<file path="src/design/omfh_pkg.sv">
package omfh_pkg;

	// wait queue geometry
	localparam int QUEUE_DEPTH = 16;
	localparam int IDX_W = $clog2(QUEUE_DEPTH);
	localparam int CNT_W = $clog2(QUEUE_DEPTH + 1);
	localparam int PID_W = 16;

	// apb
	localparam int APB_AW = 2;
	localparam int APB_DW = 32;

	// apb register map
	localparam logic [APB_AW-1:0] ADDR_KERNEL_READY = APB_AW'(0);

	// requested operation
	localparam logic FUNC_LOCK = 1'b0;
	localparam logic FUNC_UNLOCK = 1'b1;

	// caller entry in the process table
	localparam logic [1:0] CS_NOT_FOUND = 2'd0;
	localparam logic [1:0] CS_RUNNABLE = 2'd1;
	localparam logic [1:0] CS_BLOCKED = 2'd2;
	localparam logic [1:0] CS_EXITED = 2'd3;

	// head waiter entry in the process table
	localparam logic [1:0] HS_NOT_FOUND = 2'd0;
	localparam logic [1:0] HS_BLOCKED = 2'd1;
	localparam logic [1:0] HS_OTHER = 2'd2;

	// response status codes
	localparam logic [2:0] ST_OK = 3'd0;
	localparam logic [2:0] ST_BLOCKED = 3'd1;
	localparam logic [2:0] ST_STATE = 3'd2;
	localparam logic [2:0] ST_RANGE = 3'd3;
	localparam logic [2:0] ST_NOT_FOUND = 3'd4;
	localparam logic [2:0] ST_FULL = 3'd5;

	localparam logic signed [PID_W-1:0] PID_NONE = -16'sd1;

	typedef struct packed {
		logic func;
		logic signed [PID_W-1:0] requester_pid;
		logic [1:0] caller_state;
		logic [1:0] head_waiter_state;
	} req_t;

	typedef struct packed {
		logic [2:0] status;
		logic signed [PID_W-1:0] current_owner;
		logic lock_held;
		logic woke;
		logic signed [PID_W-1:0] woken_pid;
		logic signed [PID_W-1:0] head_waiter_pid;
		logic [CNT_W-1:0] waiter_count;
	} rsp_t;

endpackage

</file>
<file path="src/design/owned_mutex_fifo_handoff.sv">
// owned mutex with a fifo wait queue of process ids
// a taken request passes the input register and then the result register before done rises
// throughput: one request per cycle, busy stays low; the receiver cannot stall
// the queue is a shift line, so the head waiter always sits in entry zero
// reset (arst_n low, asynchronous): mutex free, owner -1, queue empty,
// kernel_ready 0; queue entries are not cleared and are only read once pushed
module owned_mutex_fifo_handoff (
	input logic clk,
	input logic arst_n,
	// request channel
	input logic start,
	output logic busy,
	input omfh_pkg::req_t req,
	// result channel
	output logic done,
	output omfh_pkg::rsp_t rsp,
	// apb configuration port
	input logic psel,
	input logic penable,
	input logic pwrite,
	input logic [omfh_pkg::APB_AW-1:0] paddr,
	input logic [omfh_pkg::APB_DW-1:0] pwdata,
	output logic [omfh_pkg::APB_DW-1:0] prdata,
	output logic pready
);

	// configuration register
	logic kernel_ready_q;

	// input register
	logic valid_s1;
	omfh_pkg::req_t req_s1;

	// mutex state
	logic locked_q;
	logic signed [omfh_pkg::PID_W-1:0] owner_q;
	logic [omfh_pkg::CNT_W-1:0] count_q;
	logic signed [omfh_pkg::PID_W-1:0] ring_q [omfh_pkg::QUEUE_DEPTH];

	// result register
	logic done_q;
	omfh_pkg::rsp_t rsp_q;

	// next-state logic
	logic [2:0] status;
	logic locked_nxt;
	logic signed [omfh_pkg::PID_W-1:0] owner_nxt;
	logic [omfh_pkg::CNT_W-1:0] count_nxt;
	logic push;
	logic pop;
	logic woke;
	logic pid_pos;
	logic signed [omfh_pkg::PID_W-1:0] head_nxt;

	// every request is taken at once
	assign busy = 1'b0;
	assign pready = 1'b1;
	assign prdata = {{(omfh_pkg::APB_DW-1){1'b0}}, kernel_ready_q};

	// single register at address zero
	always_ff @(posedge clk or negedge arst_n) begin
		if (!arst_n) begin
			kernel_ready_q <= 1'b0;
		end else if (psel && penable && pwrite && pready &&
				(paddr == omfh_pkg::ADDR_KERNEL_READY)) begin
			kernel_ready_q <= pwdata[0];
		end
	end

	// input register
	always_ff @(posedge clk or negedge arst_n) begin
		if (!arst_n) begin
			valid_s1 <= 1'b0;
		end else begin
			valid_s1 <= start && !busy;
		end
	end

	always_ff @(posedge clk) begin
		if (start && !busy) begin
			req_s1 <= req;
		end
	end

	assign pid_pos = !req_s1.requester_pid[omfh_pkg::PID_W-1] && (req_s1.requester_pid != '0);

	// decision for the registered request against the current mutex state
	always_comb begin
		status = omfh_pkg::ST_OK;
		locked_nxt = locked_q;
		owner_nxt = owner_q;
		count_nxt = count_q;
		push = 1'b0;
		pop = 1'b0;
		woke = 1'b0;
		if (!kernel_ready_q) begin
			status = omfh_pkg::ST_STATE;
		end else if (!pid_pos) begin
			status = omfh_pkg::ST_RANGE;
		end else if (req_s1.func == omfh_pkg::FUNC_LOCK) begin
			if (req_s1.caller_state == omfh_pkg::CS_NOT_FOUND) begin
				status = omfh_pkg::ST_NOT_FOUND;
			end else if (req_s1.caller_state == omfh_pkg::CS_BLOCKED ||
					req_s1.caller_state == omfh_pkg::CS_EXITED) begin
				status = omfh_pkg::ST_STATE;
			end else if (!locked_q) begin
				// free mutex: caller takes it
				locked_nxt = 1'b1;
				owner_nxt = req_s1.requester_pid;
			end else if (owner_q == req_s1.requester_pid) begin
				status = omfh_pkg::ST_STATE;
			end else if (count_q >= omfh_pkg::CNT_W'(omfh_pkg::QUEUE_DEPTH)) begin
				status = omfh_pkg::ST_FULL;
			end else begin
				// held by another process: caller waits
				status = omfh_pkg::ST_BLOCKED;
				push = 1'b1;
				count_nxt = count_q + omfh_pkg::CNT_W'(1);
			end
		end else begin
			if (!locked_q || owner_q != req_s1.requester_pid) begin
				status = omfh_pkg::ST_STATE;
			end else if (count_q == '0) begin
				// nobody waiting: mutex goes free
				locked_nxt = 1'b0;
				owner_nxt = omfh_pkg::PID_NONE;
			end else begin
				// hand off to the head waiter; pop is kept even when it fails
				pop = 1'b1;
				count_nxt = count_q - omfh_pkg::CNT_W'(1);
				if (req_s1.head_waiter_state != omfh_pkg::HS_BLOCKED) begin
					status = omfh_pkg::ST_STATE;
				end else begin
					woke = 1'b1;
					owner_nxt = ring_q[0];
				end
			end
		end
		if (!valid_s1) begin
			locked_nxt = locked_q;
			owner_nxt = owner_q;
			count_nxt = count_q;
			push = 1'b0;
			pop = 1'b0;
			woke = 1'b0;
		end
	end

	// head of the queue after this request
	always_comb begin
		if (count_nxt == '0) begin
			head_nxt = omfh_pkg::PID_NONE;
		end else if (pop) begin
			head_nxt = ring_q[1];
		end else if (push && count_q == '0) begin
			head_nxt = req_s1.requester_pid;
		end else begin
			head_nxt = ring_q[0];
		end
	end

	// mutex state registers
	always_ff @(posedge clk or negedge arst_n) begin
		if (!arst_n) begin
			locked_q <= 1'b0;
			owner_q <= omfh_pkg::PID_NONE;
			count_q <= '0;
		end else begin
			locked_q <= locked_nxt;
			owner_q <= owner_nxt;
			count_q <= count_nxt;
		end
	end

	// wait queue shift line: push writes at the tail, pop shifts toward entry zero
	always_ff @(posedge clk) begin
		for (int i = 0; i < omfh_pkg::QUEUE_DEPTH; i++) begin
			if (pop && i < omfh_pkg::QUEUE_DEPTH - 1) begin
				ring_q[i] <= ring_q[i+1];
			end else if (push && count_q[omfh_pkg::IDX_W-1:0] == omfh_pkg::IDX_W'(i)) begin
				ring_q[i] <= req_s1.requester_pid;
			end
		end
	end

	// result register
	always_ff @(posedge clk or negedge arst_n) begin
		if (!arst_n) begin
			done_q <= 1'b0;
		end else begin
			done_q <= valid_s1;
		end
	end

	always_ff @(posedge clk) begin
		if (valid_s1) begin
			rsp_q.status <= status;
			rsp_q.current_owner <= locked_nxt ? owner_nxt : omfh_pkg::PID_NONE;
			rsp_q.lock_held <= locked_nxt;
			rsp_q.woke <= woke;
			rsp_q.woken_pid <= woke ? ring_q[0] : omfh_pkg::PID_NONE;
			rsp_q.head_waiter_pid <= head_nxt;
			rsp_q.waiter_count <= count_nxt;
		end
	end

	assign done = done_q;
	assign rsp = rsp_q;

`ifndef NO_ASSERTIONS
	a_count_bound: assert property (@(posedge clk) disable iff (!arst_n)
		count_q <= omfh_pkg::CNT_W'(omfh_pkg::QUEUE_DEPTH))
		else $error("wait queue count beyond depth");

	a_waiters_need_owner: assert property (@(posedge clk) disable iff (!arst_n)
		(count_q != '0) |-> locked_q)
		else $error("waiters queued on a free mutex");

	a_free_no_owner: assert property (@(posedge clk) disable iff (!arst_n)
		!locked_q |-> (owner_q == omfh_pkg::PID_NONE))
		else $error("free mutex still has an owner");

	a_done_follows: assert property (@(posedge clk) disable iff (!arst_n)
		valid_s1 |=> done)
		else $error("request not answered");

	a_woke_is_ok: assert property (@(posedge clk) disable iff (!arst_n)
		(done && rsp.woke) |-> (rsp.status == omfh_pkg::ST_OK && rsp.lock_held &&
			rsp.current_owner == rsp.woken_pid))
		else $error("handoff result inconsistent");
`endif

endmodule

</file>
<file path="config.mk">
export PLATFORM = sky130hd
export DESIGN_NAME = owned_mutex_fifo_handoff
export DESIGN_NICKNAME = d
export VERILOG_FILES = /design/src/design/omfh_pkg.sv /design/src/design/owned_mutex_fifo_handoff.sv
export SDC_FILE = /design/constraint.sdc
export NUM_CORES = 1
export LEC_CHECK = 0
export BUFFER_PORTS_ARGS = -buffer_cell sky130_fd_sc_hd__buf_2
export CORE_MARGIN = 1
export CORE_UTILIZATION = 53
export CTS_CLUSTER_SIZE = 8
export DETAILED_ROUTE_END_ITERATION = 8
export PLACE_DENSITY = 0.76
export SETUP_SLACK_MARGIN = 0.02
export SLEW_MARGIN = 0
export SYNTH_ARGS = -nofsm -noshare
export SYNTH_HDL_FRONTEND = slang
export SYNTH_SLANG_ARGS = --single-unit
</file>
<file path="constraint.sdc">
create_clock -name clk -period 4.6 [get_ports clk]
set_input_delay 0.23 -clock clk [delete_from_list [all_inputs] [get_ports clk]]
set_output_delay 0.23 -clock clk [all_outputs]
set_load 0.05 [all_outputs]
</file>
==> results of run 1 <==
[worst max-delay path by stage]
| stage | endpoint | slack (ns) | cells after the start |
|---|---|---|---|
| global route | ring_q[0][50]$_DFFE_PP_ | 0.56 | 6 |
| global placement | rsp[16]$_SDFFCE_PN1P_ | 0.92 | 7 |
| CTS | rsp[9]$_SDFFCE_PN1P_ | 0.78 | 7 |
| floorplan | ring_q[0][100]$_DFFE_PP_ | 0.29 | 6 |
| finish | rsp[9]$_SDFFCE_PN1P_ | 0.72 | 7 |
| detailed placement | rsp[9]$_SDFFCE_PN1P_ | 0.81 | 7 |
[what timing repair did]
action / 4_1_cts / 5_1_grt
hold endpoints to repair: 31 / 0
hold buffers: 23 / 0
buffers inserted: 0 / 0
[critical path, delay by kind of cell, from the launching register on]
kind | cells | cell delay, ns
compound gates | 2 | 0.70
xor+xnor | 1 | 0.20
flops | 1 | 0.98
simple gates | 4 | 1.64
[Yosys cell counts (2+ instances only)]
master,n,area share (%)
edfxtp_1,335,64
mux2_2,210,15
nand2_1,57,1.4
o21ai_0,39,1.2
buf_4,35,1.7
inv_1,33,0.79
clkbuf_1,32,0.76
nor2_1,25,0.60
buf_2,20,0.64
nand2b_1,20,0.80
dfstp_2,16,2.7
xor2_1,16,0.89
nor2b_1,14,0.56
a21oi_1,11,0.35
nor4_1,10,0.40
a2bb2oi_1,9,0.50
dfrtp_1,9,1.4
nand3_1,9,0.29
o21ai_1,9,0.29
a22o_1,8,0.45
a22oi_1,8,0.38
a222oi_1,7,0.45
buf_6,7,0.50
nor3_1,7,0.22
o22ai_1,7,0.28
or3_1,7,0.28
o221ai_1,6,0.33
ha_1,5,0.40
a31oi_1,3,0.12
and2_1,3,0.12
nand4_1,3,0.12
and4_4,2,0.14
conb_1,2,0.048
mux2i_1,2,0.13
nor4b_1,2,0.11
or4_1,2,0.095
xnor2_1,2,0.11
[through the flow]
stage	utilization (%)	instance area (um2)	total power [W]	setup slack, ns	hold slack, ns
2_1_floorplan	-	15800	0.00430	0.288	-0.0656
3_3_place_gp	57.1	16500	0.00444	0.918	0.262
3_5_place_dp	57.1	16500	0.00445	0.808	0.267
4_1_cts	62.7	18100	0.00776	0.780	0.0405
5_1_grt	62.7	18100	0.00793	0.561	0.0517
6_report	62.7	18100	0.00771	0.719	0.0525
[layer usage]
| metal | up-vias | global-route usage (%) | wire, um |
|---|---|---|---|
| li1 | 4060 | - | - |
| met1 | 4474 | 27.6 | 13200 |
| met2 | 356 | 34.4 | 15100 |
| met3 | 72 | 3.39 | 2140 |
| met4 | 0 | 8.44 | 1060 |
| met5 | - | 0 | 0 |
[report_power, final]
group          switching [W]  internal, W
registers           0.000144      0.00371
logic               0.000351     0.000208
clock network        0.00126      0.00203
total                0.00176      0.00595
[registers in the layout, indices dropped and copies added, names as in the netlist]
name and flops:
ring_q 256, rsp 58, req_s1 21, owner_q 16, count_q 5, done 1, kernel_ready_q 1, locked_q 1
valid_s1 1
[logic make-up (layout without fill, tap and decap cells)]
group	Yosys count	in the layout	synth area share (%)
simple gates	171	171	5.76
xor+xnor	18	18	1.00
fa+ha+maj	5	5	0.398
mux	212	212	15.2
buf+inv	129	268	4.41
flops	360	360	68.1
compound gates	120	120	5.18
other cells	2	33	0.0477
[final cells by class]
type	instances	area share, %
inverter	34	0.703
clock buffer	82	7.67
tap	384	2.65
clock inverter	1	0.0483
timing repair buffer	151	5.34
sequential	360	59.0
multi-input combinational	559	24.6
[cell usage in the layout, fill, tap and decap left out, types with 16 or more instances in the layout]
cell,count
mux2_2,210
clkbuf_16,51
buf_4,39
clkbuf_1,31
buf_2,89
nand2_1,57
nand2b_1,20
o21ai_0,28
edfxtp_1,335
xor2_1,16
dlygate4sd3_1,23
conb_1,33
inv_1,33
o21ai_1,18
dfstp_2,16
nor2_1,25
==> out/results.tsv, run 1 <==
metric	value	unit
status	complete, no violations	
Peak VDD IR	0.270	mV
Port-buffer cells	89	
total gr overflow	0	
Top Ports	154	
Reg area	10700	um2
dominant synthesized flop cell	edfxtp_1	
PwrDens	425	nW/um2
r2r setup slk	0.72	ns
die height	174	um
CP max stage delay	0.98	ns
routability cong.	0.880	
Yosys Warn Count	0	
area added between synthesis and finish	15.4	%
Vias	8962	
drt drc	0	
vias in the first global route	8836	
maxcap violations	0	
Mapped Cells	1017	
hold crit path type	in2reg	
measured slew at the worst slew-check pin	1.26	ns
clock buffer depth	3	
Crit Path Class	reg2reg	
post-synth cell types	62	
Max Clk Rate	0.258	GHz
Antenna Nets Post-Route	0	
slew margin rel.	15.6	%
hold path start	paddr[0]	
vias per std cell	5.70	
Final nets	1222	
Hold Fails Final Rpt	0	
post-CTS sizing	0	
Critical-path top delay cell	edfxtp_1	
# fillers	2078	
H-tree levels	2	
Syn Area/Cell	15.5	um2
clock-pin transition on the worst setup and hold timing paths	0.05	ns
Arr. time, crit path	4.11	ns
die width	174	um
Post-synth EDFFs	335	
critical path endpoint category	flip-flop	
DRT Pass-1 Iters	6	
Post-Synthesis Cell Area	15700	um2
placed cells	1465	
Detailed Route Iter0 Violations	822	
non-filler instance count after layout	1571	
initial antenna violation count	1	
Static Leak	6.19	nW
final WL	31.5	mm
Synth async-reset ratio	6.94	%
crit path launch type	flip-flop	
crit-path cells	xor2_1, nor4_2, and4_4, nor2_1, o32ai_1, or4_1, o221ai_1	
setup violators final	0	
Worst Hold End	kernel_ready_q$_DFFE_PN0P_	
CTS Root Cell	clkbuf_16	
first-pass GRT wire length	48.8	mm
critical path required time	4.83	ns
sequential-to-total area share from yosys stat	68.1	%
worst reg2reg startpoint	req_s1[13]$_DFFE_PP_	
Starting Density	54.4	%
RSZ-0062 raised after global routing	no	
post-DP HPWL	20.5	mm
setup TNS	0	ns
crit path time final	3.88	ns
CTS Sinks	360	
hold path cells	3	
Clock Latency Late Sink	0.54	ns
CTS tree	done	
reg2reg end	rsp[9]$_SDFFCE_PN1P_	
CP max FO	20	
Reg2Reg Depth	7	
Setup Skew	0.0165	ns
worst setup path startpoint	req_s1[13]$_DFFE_PP_	
ratio of cells with drive above 1 in the final layout	35.3	%
final max-slew violation count	0	
FP Rows	62	
total CTS buffers	50	
WL/cell	20.1	um
period utilisation layout	84.4	%
GRT Util Overall	20.8	%
Antenna Cells	0	
register bit total from synthesis	360	
Die ar.	30400	um2
area of the multi-input gates	4470	um2
largest net degree at the start of global routing	60	
core footprint	28900	um2
(Power assumes the default switching activity.)
==> run 2, diff against run 1 <==
--- a/config.mk
+++ b/config.mk
@@ -5,6 +5,7 @@
 export SDC_FILE = /design/constraint.sdc
 export NUM_CORES = 1
 export LEC_CHECK = 0
+export ABC_AREA = 1
 export BUFFER_PORTS_ARGS = -buffer_cell sky130_fd_sc_hd__buf_2
 export CORE_MARGIN = 1
 export CORE_UTILIZATION = 53
==> constraint.sdc (replaced) <==
create_clock -name clk -period 3.5 [get_ports clk]
set_input_delay 0.175 -clock clk [delete_from_list [all_inputs] [get_ports clk]]
set_output_delay 0.175 -clock clk [all_outputs]
set_load 0.05 [all_outputs]
==> run 2 against run 1 <==
  * Count of clock-buffer cells in the layout fell by 11
  * Register-to-register slack got worse by 0.41 ns
  * Sequential share of layout area decreased by 0.29 points
  * Total power grew 40%
  * Critical path depth is 5 higher
  * Cell count is 28% higher
  * Maximum frequency is 22% higher
  * Via count is 21% higher
  * Die area is essentially flat
  * Wire length increased by 16%
  * Critical endpoint is now rsp[6]$_SDFFCE_PN1P_
==> out/results.tsv, run 2 <==
metric	value	unit
status	complete, no violations	
Starting Density	54.4	%
vias per std cell	5.36	
Arr. time, crit path	3.47	ns
clock buffer depth	3	
worst setup path startpoint	req_s1[8]$_DFFE_PP_	
largest net degree at the start of global routing	60	
hold path cells	1	
RSZ-0062 raised after global routing	no	
largest register by flop count	ring_q	
total CTS buffers	50	
total gr overflow	0	
hold path start	start	
Syn Area/Cell	10.7	um2
GRT Util Overall	24.3	%
# fillers	2201	
post-synth cell types	36	
initial antenna violation count	0	
Setup crit end	rsp[6]$_SDFFCE_PN1P_	
top cells by area, synth	edfxtp_1, nand2_1, o21ai_0	
slew margin rel.	37.6	%
Setup Skew	0.0199	ns
CP max FO	19	
Peak VDD IR	0.462	mV
dominant synthesized flop cell	edfxtp_1	
CTS tree	done	
switching part of the total power	26.8	%
critical path required time	3.78	ns
Synth async-reset ratio	6.94	%
clock-pin transition on the worst setup and hold timing paths	0.05	ns
top-area cell type share of the netlist area	63.9	%
placed cells	1920	
synth cell count leaders	nand2_1, edfxtp_1, o21ai_0	
period utilisation layout	91.2	%
Die ar.	30400	um2
crit path time final	3.19	ns
sequential power share	47.2	%
WL/cell	18.2	um
CTS Sinks	360	
count leader, synth	nand2_1	
commonest non-fill, non-tap cell in the layout	nand2_1	
max reg flops	256	
Pint	0.00790	W
ratio of cells with drive above 1 in the final layout	16.2	%
setup TNS	0	ns
vias in the first global route	10607	
register bit total from synthesis	360	
Vias	10826	
final max-slew violation count	0	
routability cong.	0.889	
first-pass GRT wire length	56.4	mm
commonest cells after routing, fill and taps aside	nand2_1, edfxtp_1, o21ai_0	
PwrDens	591	nW/um2
crit path launch type	flip-flop	
FP Rows	62	
core footprint	28900	um2
reg2reg end	rsp[6]$_SDFFCE_PN1P_	
measured slew at the worst slew-check pin	0.933	ns
drt drc	0	
Post-Synthesis Cell Area	15700	um2
maxcap violations	0	
DRT Pass-1 Iters	6	
hold buffers post-CTS	24	
post-CTS sizing	0	
combinational power share	13.1	%
H-tree levels	2	
Max Clk Rate	0.313	GHz
Post-synth EDFFs	335	
non-filler instance count after layout	2018	
Final nets	1678	
Yosys Warn Count	0	
hold crit path type	in2reg	
die width	174	um
Reg2Reg Depth	12	
Antenna Cells	0	
Port-buffer cells	89	
post-DP HPWL	24.3	mm
area added between synthesis and finish	15.8	%
setup slack after layout	0.309	ns
Crit Path Class	reg2reg	
post-CTS setup buffer count	0	
Top Ports	154	
clock group share of total power	39.6	%
Hold Fails Final Rpt	0	
Detailed Route Iter0 Violations	1180	
final WL	36.7	mm
dpl ws	0.416	ns
worst reg2reg startpoint	req_s1[8]$_DFFE_PP_	
net switching power	0.00289	W
Mapped Cells	1469	
Antenna Nets Post-Route	0	
Synth area leader	edfxtp_1	
CTS Root Cell	clkbuf_16	
setup violators final	0	
Static Leak	7.40	nW
Clock Latency Late Sink	0.55	ns
sequential-to-total area share from yosys stat	68.0	%
r2r setup slk	0.31	ns
die height	174	um
critical path endpoint category	flip-flop	
## run 2: worst max-delay path: stages, from the launching register on
cell      delay [ns]
edfxtp_1        0.51
nor2_1          0.08
nand2_1         0.07
nor2_1          0.04
nand2_1         0.13
nand4_1         0.13
nor2_1          0.73
nand2_4         0.26
nand2_2         0.38
buf_4           0.29
o22ai_1         0.10
nor2_1          0.10
nand2_1         0.07
## run 2: cells by family (layout without fill, tap and decap cells)
family	after synthesis	count (layout)	synth area share [%]
compound gates	306	306	10.1
xor+xnor	1	1	0.0556
fa+ha+maj	5	5	0.397
buf+inv	248	382	7.11
flops	360	360	68.0
other cells	2	33	0.0477
simple gates	547	547	14.3
## run 2: metrics by stage
| step | power (W) | hold slack [ns] | instance area, um2 | utilization (%) |
|---|---|---|---|---|
| finish | 0.0108 | 0.0560 | 18200 | 63.0 |
| global route | 0.0112 | 0.0654 | 18200 | 63.0 |
| CTS | 0.0108 | 0.0335 | 18200 | 63.0 |
| detailed placement | 0.00655 | 0.231 | 16600 | 57.5 |
| global placement | 0.00651 | 0.228 | 16600 | 57.5 |
| floorplan | 0.00616 | -0.121 | 15900 | - |
## run 2: final cells by class
type / count / area, um2 / share of cell area, %
inverters: 133 / 499 / 2.74
multi-input cells: 892 / 4040 / 22.1
clock inverters: 3 / 33.8 / 0.185
repair buffers: 175 / 1150 / 6.31
well taps: 384 / 480 / 2.63
flip-flops and latches: 360 / 10700 / 58.7
clock buffers: 71 / 1330 / 7.29
## run 2: power groups by stage
stage | Sequential [W] | Combinational, W | Clock, W
global placement | 0.00516 | 0.00135 | 0
finish | 0.00509 | 0.00142 | 0.00427
global route | 0.00511 | 0.00154 | 0.00451
floorplan | 0.00537 | 0.000794 | 0
detailed placement | 0.00517 | 0.00138 | 0
CTS | 0.00509 | 0.00141 | 0.00433
## run 2: routing by layer
metal  wire length, um  track usage [%]  share of wire (%)
met1             14700             31.5                 40
met2             18000             40.8                 49
met3              2860             4.83                7.8
met4              1130             8.59                3.1
met5                 0                0                  0
## run 2: how the worst min path moves through the flow
stage	end	slack, ns
final	valid_s1$_DFF_PN0_	0.06
after global placement	done$_DFF_PN0_	0.23
after detailed placement	done$_DFF_PN0_	0.23
after global routing	valid_s1$_DFF_PN0_	0.07
after floorplan	count_q[0]$_DFF_PN0_	-0.12
after CTS	valid_s1$_DFF_PN0_	0.03
